[src/sv/pairwise_gravity_acceleration_macros.svh]
// ---------------------------------------------------------------------------
// Pairwise gravity acceleration assertion macros
// Shared concurrent assertion forms for the pairwise gravity block.
// ---------------------------------------------------------------------------
`ifndef PAIRWISE_GRAVITY_ACCELERATION_MACROS_SVH
`define PAIRWISE_GRAVITY_ACCELERATION_MACROS_SVH

// Consequent must hold in the same cycle as the antecedent.
`define PGA_ASSERT_IMPLIES(label, clk, rst_n, ante, cons, msg) \
  label: assert property (@(posedge clk) disable iff (!rst_n) (ante) |-> (cons)) \
    else $error(msg);

// Consequent must hold in the cycle after the antecedent.
`define PGA_ASSERT_NEXT(label, clk, rst_n, ante, cons, msg) \
  label: assert property (@(posedge clk) disable iff (!rst_n) (ante) |=> (cons)) \
    else $error(msg);

`endif

[src/sv/pga_pkg.sv]
// ---------------------------------------------------------------------------
// Pairwise gravity acceleration package
// Stage map, constants and the per-stage record of the pipeline.
// ---------------------------------------------------------------------------
`default_nettype none

package pga_pkg;

  localparam int NumAxes    = 3;
  localparam int NumLanes   = 6;
  localparam int NumStages  = 73;
  localparam int SqrtFirst  = 3;
  localparam int SqrtLast   = 35;
  localparam int MulStage   = 36;
  localparam int NumStage   = 37;
  localparam int OvfStage   = 38;
  localparam int DivFirst   = 39;
  localparam int DivLast    = 71;
  localparam int OutStage   = 72;

  localparam logic [31:0] GConstReset = 32'd65536;

  typedef struct packed {
    logic [2:0]              neg;
    logic [2:0]              nz;
    logic [2:0][31:0]        absd;
    logic [31:0]             a_mass;
    logic [31:0]             b_mass;
    logic [63:0]             gma;
    logic [63:0]             gmb;
    logic [2:0][63:0]        sq;
    logic [65:0]             r2;
    logic [67:0]             srem;
    logic [32:0]             root;
    logic [65:0]             dlo;
    logic [65:0]             dhi;
    logic [5:0][63:0]        pl;
    logic [5:0][63:0]        ph;
    logic [98:0]             den;
    logic [5:0][127:0]       drem;
    logic [5:0][32:0]        quo;
    logic [5:0]              ovf;
    logic [5:0][31:0]        acc;
    logic                    coinc;
    logic                    sat;
  } pga_stage_t;

endpackage

`default_nettype wire

[src/sv/pga_flow_ctrl.sv]
// ---------------------------------------------------------------------------
// Pairwise gravity flow control
// Per-stage advance enables for a bubble-collapsing pipeline.
// ---------------------------------------------------------------------------
`default_nettype none

module pga_flow_ctrl (
  input  wire logic [pga_pkg::NumStages-1:0] valid,
  input  wire logic                          out_ready,
  output logic      [pga_pkg::NumStages-1:0] en
);

  // A stage may load when any stage at or below it is empty, or the
  // result is being taken this cycle.
  for (genvar k = 0; k < pga_pkg::NumStages; k++) begin : g_en
    assign en[k] = out_ready || !(&valid[pga_pkg::NumStages-1:k]);
  end

endmodule

`default_nettype wire

[config.mk]
export PLATFORM = sky130hd
export DESIGN_NAME = pga_flow_ctrl
export DESIGN_NICKNAME = d
export VERILOG_FILES = /design/src/sv/pairwise_gravity_acceleration_macros.svh /design/src/sv/pga_pkg.sv /design/src/sv/pga_flow_ctrl.sv
export SDC_FILE = /design/constraint.sdc
export NUM_CORES = 1
export LEC_CHECK = 0
export BUFFER_PORTS_ARGS = -buffer_cell sky130_fd_sc_hd__buf_4
export CELL_PAD_IN_SITES_DETAIL_PLACEMENT = 0
export CELL_PAD_IN_SITES_GLOBAL_PLACEMENT = 2
export CORE_MARGIN = 10
export CORE_UTILIZATION = 11
export DETAILED_ROUTE_END_ITERATION = 16
export GPL_ROUTABILITY_DRIVEN = 1
export PLACE_DENSITY_LB_ADDON = 0.25
export SETUP_SLACK_MARGIN = 0.05
export SLEW_MARGIN = 20
export SYNTH_ARGS = -nofsm -noshare
export SYNTH_HDL_FRONTEND = slang
export SYNTH_SLANG_ARGS = --single-unit
[constraint.sdc]
create_clock -name vclk -period 1.3
set_input_delay 0.065 -clock vclk [all_inputs]
set_output_delay 0.065 -clock vclk [all_outputs]
set_load 0.005 [all_outputs]
==> results.md, run 1 <==
* Synth Area in Simple Gates at between 90% and 100%
* Boundary pin count at 147
* Status: complete, but fails checks
* Relative slew margins at between 80% and 90%
* Adder-Cell Fraction of Synth Area at 0%
* GRT overflow at 0
* Sequential cell area at 0 µm²
* DRC at 0
* FP Rows at 35
* Area of the multi-input gates at approximately 0.0011 mm²
* Tcrit/Tclk final at 118%
* PD cells at around 150 mW/mm²
* Largest net degree at the start of global routing at 25
* Cell Int Power at around 300 µW
* Die ar. at between 0.01 and 0.015 mm²
* Maximum clock rate at approximately 650 MHz
* DR vias/cell at roughly 4.3
* Crit path time final at 1.53 ns
* Hold WC Path Type: in2out
* Final #Nets at about 500
* Core Util, Final at approximately a third
* YS warnings at 0
* Critical Path Max Stage Delay at roughly 0.52 ns
* Clock group share of total power at 0%
* Syn nets at between 200 and 300
* Synthesized instance count at 180
* Fill count at approximately 1.0k
* Die extent in x at roughly 120 µm
* Data required, critical path at approximately 1.2 ns
* Starting Density at between 10% and 20%
* Slew Limit Fails at 0
* Mapped cell area at 0.00102 mm²
* Core Region at roughly 0.0092 mm²
* GP Congestion at approximately 0.8
* Initial DRC Count at 78
* Dpl hpwl at between 7 and 8 mm
* # diodes at 0
* Crit-path cells: buf_6 > and4_4 > nand2_4 > or4_4 > or3_4 > buf_6
* Arrival time at the worst endpoint at 1.47 ns
* GR Util All Layers at between 10 and 15%
* Area growth, synth to finish at 213%
* Via count at 2275
* Max-Cap Viols at 0
* Vias in the first global route at 2394
* Most used cell, CP: buf_6
* Antenna violations before repair at 0
* Routed wire length at approximately 8.6 mm
* P_sw at 181 µW
* Synth top area share at between 10% and 20%
* Synth Area in XOR/XNOR at 0%
* Distinct cells, synth at 29
* CP endpoint kind: output pin
* Synth top area cells: nand4_1 (19%), nand3_1 (19%), nand2_1 (8.1%), and4_1 (7.7%), and3_1 (6.1%)
* Max FO, Critical Path at 3
* Switching share of power at a little under two fifths
* FF+latch count at 0
* Setup violators final at 56
* First-pass GRT wire length at ~13 mm
* ANT nets after route at 0
* Worst setup path end: en[12]
* Setup CP Type: in2out
* Compound-cell area share of the yosys netlist at 0%
* Drt pass-1 iters at 4
* CP max stage cell: or4_4
* Post-synthesis sequential area ratio at 0%
* Hold Violations, Final at 0
* Largest family of logic cells by synthesized area: simple AND/OR/NAND/NOR gates
* Worst vdd ir at a little under 0.07 mV
* Setup crit start: valid[18]
* Sequential power share at 0%
* Worst setup margin at -0.233 ns
* Least-Margin Pin Slew at ~0.29 ns
* Die height at approximately 120 µm
* Combinational share of power at 100.0%
* Share of layout cells above drive strength 1 at 65.9%
* IO Port Bufs at about 150
* Failing checks: setup timing
* Avg Inst Size Synth at around 5.7 µm²
* RSZ-0062 raised after global routing: true
* Mux cell area share after synthesis at 0%
* Pre-CTS WS at -0.280 ns
* CP Launch Type: input port
* Leading area contributor after synthesis: nand4_1
* Wire per inst at between 15 and 20 µm
* CLK BUF at 0
* Lkg Pwr at 0.00142 µW
-- power by group through the flow --
stage | sequential [µW] | combinational, µW | clock [µW]
finish | 0 | 485 | 0
global route | 0 | 526 | 0
CTS | 0 | 456 | 0
detailed placement | 0 | 439 | 0
global placement | 0 | 437 | 0
floorplan | 0 | 66.6 | 0
-- Yosys cell counts --
cell type and count:
nand3_1 38, nand4_1 31, nand2_1 22, nor2_1 13, and3_1 10, and4_1 9, inv_1 9, nor3_1 8
and2_1 5, buf_2 4, nor4_2 4, or3_1 4, nor4_1 3, or2_1 3, nand2b_1 2, or2_2 2
and2_0 1, and3_2 1, and4_2 1, and4b_1 1, clkbuf_1 1, inv_2 1, nand3b_1 1, nand4_2 1
nand4b_1 1, nor2_2 1, nor4b_1 1, or2_4 1, or4_4 1
-- critical path, delay by kind of cell --
kind / cells / cell delay [ns]
buffers and inverters: 2 / 0.19
and+or+nand+nor: 4 / 1.21
-- timing repair --
item / 4_1_cts / 5_1_grt
setup buffers: 6 / 8
hold endpoints to repair: 0 / 0
pin swaps: 10 / 8
endpoints found under the setup margin: 61 / 67
cloned: 0 / 1
hold buffers: 0 / 0
resized for setup: 29 / 26
-- cell type report --
cell class / count / share of cell area, %
Tap cell: 111 / 4.33
Timing Repair Buffer: 239 / 59.8
Multi-Input combinational cell: 165 / 34.7
Inverter: 10 / 1.17
-- cell families (layout without fill, tap and decap cells) --
logic type	Yosys count	after routing
buffers and inverters	15	249
AND/OR/NAND/NOR	165	165
-- per-layer routing --
metal / global-route usage [%] / up-vias / wire, µm
li1: - / 1169 / -
met1: 12.8 / 1033 / 3350
met2: 21.5 / 73 / 4370
met3: 4.01 / 0 / 839
met4: 0 / 0 / 0
met5: 0 / - / 0
-- worst min-delay path by stage --
| stage | from | endpoint | slack (ns) | cells past startpoint |
|---|---|---|---|---|
| floorplan | valid[48] | en[48] | 0.17 | 1 |
| global placement | valid[57] | en[57] | 0.39 | 3 |
| detailed placement | valid[57] | en[57] | 0.39 | 3 |
| CTS | out_ready | en[72] | 0.39 | 3 |
| global route | out_ready | en[71] | 0.41 | 3 |
| finish | out_ready | en[72] | 0.39 | 3 |
-- cell usage in the layout, fill, tap and decap left out, drive strengths merged --
cell / n
buf: 239
nand3: 38
nand4: 32
nand2: 22
nor2: 14
and3: 11
inv: 10
and4: 10
nor3: 8
nor4: 7
and2: 6
or2: 6
or3: 4
nand2b: 2
and4b: 1
nor4b: 1
or4: 1
nand4b: 1
nand3b: 1
-- metrics by stage --
stage / hold slack (ns) / total power, µW / instances / setup TNS (ns) / area, µm²
finish: 0.388 / 485 / 525 / -6.35 / 3210
global placement: 0.388 / 437 / 513 / -10.59 / 2910
floorplan: 0.171 / 66.6 / 180 / -0.00180 / 1080
detailed placement: 0.390 / 439 / 513 / -10.45 / 2910
global route: 0.407 / 526 / 525 / -12.32 / 3210
CTS: 0.392 / 456 / 518 / -7.78 / 3050
(Power assumes the default switching activity.)
==> inputs of run 2 (changes only) <==
- BUFFER_PORTS_ARGS: -buffer_cell sky130_fd_sc_hd__buf_4 -> default
- CORE_ASPECT_RATIO: default -> 1.75
- CORE_UTILIZATION: 11 -> 24
- DONT_BUFFER_PORTS: default -> 1
==> results.md, run 2 (synthesized netlist as in run 1, its figures left out) <==
* Status: complete, but fails checks
* Failing checks: setup timing
* Setup CP Type: in2out
* Worst path top cell family by delay: simple AND/OR/NAND/NOR gates
* IO Port Bufs at 0
* Setup violators final at 7
* FP Rows at 31
* Worst vdd ir at ~0.04 mV
* Area growth, synth to finish at 49.3%
* Hold Violations, Final at 0
* Hold Crit Start: valid[57]
* Die height at ~110 µm
* Least-Margin Pin Slew at between 0.3 and 0.4 ns
* Cell Int Power at a little under 50 µW
* Non-filler cells, final at around 260
* FF+latch count at 0
* Core Region at about 0.0042 mm²
* Critical Path Max Stage Delay at 0.28 ns
* CP bufs+invs at 3
* GR Util All Layers at 14.9%
* Worst setup margin at -0.0249 ns
* Arrival time at the worst endpoint at ~1.3 ns
* PD cells at between 70 and 80 mW/mm²
* Design area at between 0.0015 and 0.002 mm²
* CP endpoint kind: output pin
* Combinational share of power at between 90% and 100%
* Tcrit/Tclk final at 102%
* Dpl hpwl at ~5.4 mm
* Drt pass-1 iters at 4
* Commonest non-fill, non-tap cell in the layout: nand3_1
* Max FO, Critical Path at 6
* Cts-stage hold buffer count at 0
* ANT nets after route at 0
* Starting Density at 24.7%
* P_sw at 59.2 µW
* Crit-path cells: and4b_1 > buf_6 > nand2_4 > nor2_4 > inv_4 > nor3_4 > buf_6 > nand4_1
* Sink of the worst hold path: en[57]
* Switching share of power at 54.5%
* Sequential cell area at 0 µm²
* Relative slew margins at 77.5%
* Final #Nets at 286
* Hold WC Path Type: in2out
* Initial DRC Count at 46
* Boundary pin count at between 100 and 150
* Antenna violations before repair at 0
* GRT overflow at 0
* Post-DP Area at 0.00134 mm²
* Clock group share of total power at 0%
* DRC at 0
* Power Total at 108 µW
* Via count at 1634
* Slew Limit Fails at 0
* CP max stage cell: and4b_1
* Routed wire length at approximately 6.2 mm
* Die extent in x at just under 70 µm
* Die ar. at between 0.007 and 0.008 mm²
* Share of layout cells above drive strength 1 at between 30% and 40%
* CLK BUF at 0
* Data required, critical path at about 1.2 ns
* First-pass GRT wire length at ~9.4 mm
* RSZ-0062 raised after global routing: true
* Placed Cells at about 250
* Commonest cells after routing, fill and taps aside: nand3_1 (32), nand4_1 (31), buf_4 (27)
* # diodes at 0
* CP Launch Type: input port
* GP Congestion at roughly 0.93
* DR vias/cell at 6.31
* Vias in the first global route at about 1.7k
* Fill count at about 460
* Max-Cap Viols at 0
* Sequential power share at 0%
* Largest net degree at the start of global routing at 25
* Lkg Pwr at between 0.0005 and 0.0006 µW
* Crit path time final at 1.32 ns
* Cells on Worst Hold Path at 1
* Wire per inst at between 20 and 25 µm
* Most used cell, CP: buf_6
* Maximum clock rate at approximately 750 MHz
-- run 2: metal layers --
metal | vias to the layer above | global-route usage [%] | share of wire [%]
met5 | - | 0 | 0
met4 | 0 | 2.17 | 1.0
met3 | 8 | 6.98 | 13
met2 | 125 | 28.9 | 53
met1 | 735 | 14.0 | 32
li1 | 766 | - | -
-- run 2: timing repair --
item,in CTS,in global routing
setup buffers,1,6
pin swaps,2,12
gates cloned,1,0
setup endpoints to repair,32,51
gates resized for setup,11,26
-- run 2: layout make-up --
class	count	area (µm²)	area share (%)
multi-input combinational	165	1130	73.7
timing repair buffer	35	302	19.7
inverter	10	40.0	2.62
tap	49	61.3	4.01
-- run 2: how the worst max path moves through the flow --
stage              start  endpoint  slack (ns)  depth (start not counted)
2_1_floorplan  valid[18]    en[12]      -0.002                          4
4_1_cts        valid[51]    en[16]      -0.007                          4
5_1_grt        valid[51]    en[16]       -0.09                          4
3_3_place_gp   valid[27]    en[12]       -0.04                          4
3_5_place_dp   valid[57]    en[16]       -0.06                          4
6_report       out_ready    en[42]       -0.02                          8
-- run 2: through the flow --
stage                     hold slack, ns  utilization, %  setup slack (ns)  setup TNS [ns]
after floorplan                    0.171               -          -0.00180        -0.00180
after global placement             0.186            32.2           -0.0445          -0.278
after detailed placement           0.181            32.2           -0.0598          -0.366
after CTS                          0.181            33.6          -0.00747         -0.0103
after global routing               0.165            36.9           -0.0949           -1.15
final                              0.164            36.9           -0.0249         -0.0709
-- run 2: power by group through the flow --
stage | Combinational [µW] | Clock [µW] | Sequential [µW]
floorplan | 66.6 | 0 | 0
global placement | 97.8 | 0 | 0
detailed placement | 99.0 | 0 | 0
CTS | 102 | 0 | 0
global route | 119 | 0 | 0
finish | 108 | 0 | 0
==> inputs of run 3 (changes only) <==
- ABC_AREA: default -> 1
- CORE_MARGIN: 10 -> 4
- CORE_UTILIZATION: 24 -> 23
==> results.md, run 3 <==
* Status: complete, no violations
* Mapped cell area at ~0.0015 mm²
* Syn nets at ~420
* CP max stage cell: nor2_1
* Setup violators final at 0
* Setup CP Type: in2out
* GR Util met1 at 15.6%
* Arrival time at the worst endpoint at 1.08 ns
* DR vias/cell at 4.99
* Leading area contributor after synthesis: nand2_1
* Setup TNS at 0 ns
* Via count at 2144
* Max-Cap Viols at 0
* Commonest non-fill, non-tap cell in the layout: nand2_1
* # diodes at 0
* Vias in the first global route at 2276
* Die height at about 110 µm
* Die ar. at approximately 0.0079 mm²
* Grt met3 use at between 5 and 6%
* Synth top area cells: nand2_1 (34%), nor2_1 (24%), inv_1 (11%), nand3_1 (7.7%), nand4_1 (6.3%)
* Hold Slack at roughly 0.19 ns
* Routed wire length at 7.32 mm
* Synthesized instance count at approximately 340
* Crit path time final at 1.15 ns
* Max FO, Critical Path at 9
* Synth top area share at 33.8%
* Commonest cells after routing, fill and taps aside: nand2_1 (135), nor2_1 (93), inv_1 (43)
* Relative slew margins at between 70% and 80%
* Power Total at about 170 µW
* # resized after CTS at 0
* Antenna violations before repair at 0
* YS warnings at 0
* DRC at 0
* Die extent in x at between 60 and 70 µm
* Synth top cells by count: nand2_1 (135), nor2_1 (96), inv_1 (43)
* First-pass GRT wire length at 11.4 mm
* Worst setup margin at approximately 0.15 ns
* Starting Density at between 20% and 30%
* Dpl hpwl at between 6 and 7 mm
* Sequential power share at 0%
* Met2 Usage GRT at 36.9%
* Combinational share of power at 100.0%
* Lkg Pwr at between 0.0005 and 0.0006 µW
* IO Port Bufs at 0
* P_sw at roughly 120 µW
* Clock group share of total power at 0%
* CP endpoint kind: output pin
* Most used cell, CP: nand2_4
* Pre-CTS WS at ~0.096 ns
* Crit-path cells: nand2_1 > nor2_1 > nand2_4 > nor2_4 > nand2_4 > nor2_8 > nand3_1
* Count leader, synth: nand2_1
* Slew Limit Fails at 0
* Initial DRC Count at between 40 and 50
* Switching share of power at around 71%
* GP Congestion at ~0.94
* PD cells at just over 100 mW/mm²
* Busiest layer in global routing: met2
* GRT overflow at 0
* ANT nets after route at 0
* Worst vdd ir at 0.0350 mV
* Drt pass-1 iters at 4
* Fill count at between 800 and 900
* Largest net degree at the start of global routing at 10
* FP Rows at 38
* Least-Margin Pin Slew at around 0.36 ns
* GR Util All Layers at around 18%
* Core Region at 0.00628 mm²
* FF+latch count at 0
* Share of layout cells above drive strength 1 at ~8%
* CLK BUF at 0
* Distinct cells, synth at 15
* Wire per inst at between 15 and 20 µm
* Area growth, synth to finish at 10.2%
* Tcrit/Tclk final at around 88%
* Cell Int Power at 48.6 µW
* Post-synthesis sequential area ratio at 0%
* Area of the multi-input gates at roughly 0.0013 mm²
* RSZ-0062 raised after global routing: false
* Critical Path Max Stage Delay at 0.26 ns
* Sequential cell area at 0 µm²
* Hold Violations, Final at 0
* Post-CTS Setup Inserts at 0
* Avg Inst Size Synth at about 4.4 µm²
* Data required, critical path at approximately 1.2 ns
* CP Launch Type: input port
* Boundary pin count at 147
* Cts-stage hold buffer count at 0
* Final #Nets at 426
* Maximum clock rate at between 800 and 900 MHz
* Hold WC Path Type: in2out
==> run 3: changes by cell type after synthesis, sizes merged, moves of 10 or more <==
| cell | change |
|---|---|
| nand2 | +119 |
| nor2 | +94 |
| inv | +33 |
| nand4 | -17 |
| nand3 | -14 |
| and3 | -11 |
| and4 | -10 |
==> run 3: worst max-delay path: cells and delay by family <==
| family | cells | cell delay, ns |
|---|---|---|
| and+or+nand+nor | 7 | 1.01 |
==> run 3: cells by family (layout without fill, tap and decap cells) <==
kind of cell | Yosys count | in the layout | share of synthesized area [%]
buffers and inverters | 43 | 49 | 10.8
AND/OR/NAND/NOR | 301 | 301 | 89.2
==> run 3: area by class of cell <==
| cell class | count | area share [%] |
|---|---|---|
| Tap cell | 80 | 6.07 |
| Timing Repair Buffer | 6 | 2.73 |
| Multi-Input combinational cell | 301 | 81.4 |
| Inverter | 43 | 9.78 |
==> run 3: worst paths after layout <==
| check | startpoint | to | slack (ns) | cells after the start |
|---|---|---|---|---|
| max | valid[70] | en[0] | 0.15 | 7 |
| min | valid[72] | en[72] | 0.19 | 1 |
==> run 3: stage by stage <==
stage / utilization, % / area (µm²) / cells
floorplan: - / 1500 / 344
global placement: 26.2 / 1640 / 430
detailed placement: 26.2 / 1640 / 430
CTS: 26.2 / 1640 / 430
global route: 26.3 / 1650 / 430
finish: 26.3 / 1650 / 430
==> run 3: power by group through the flow <==
| stage | Sequential [µW] | Clock (µW) | Combinational, µW |
|---|---|---|---|
| CTS | 0 | 0 | 172 |
| floorplan | 0 | 0 | 126 |
| global placement | 0 | 0 | 171 |
| global route | 0 | 0 | 194 |
| detailed placement | 0 | 0 | 171 |
| finish | 0 | 0 | 169 |
==> run 3: layer usage <==
| metal | wire, µm | vias up | part of all wire [%] |
|---|---|---|---|
| met3 | 752 | 12 | 10 |
| met5 | 0 | - | 0 |
| li1 | - | 1074 | - |
| met4 | 265 | 0 | 3.6 |
| met2 | 4110 | 112 | 56 |
| met1 | 2190 | 946 | 30 |
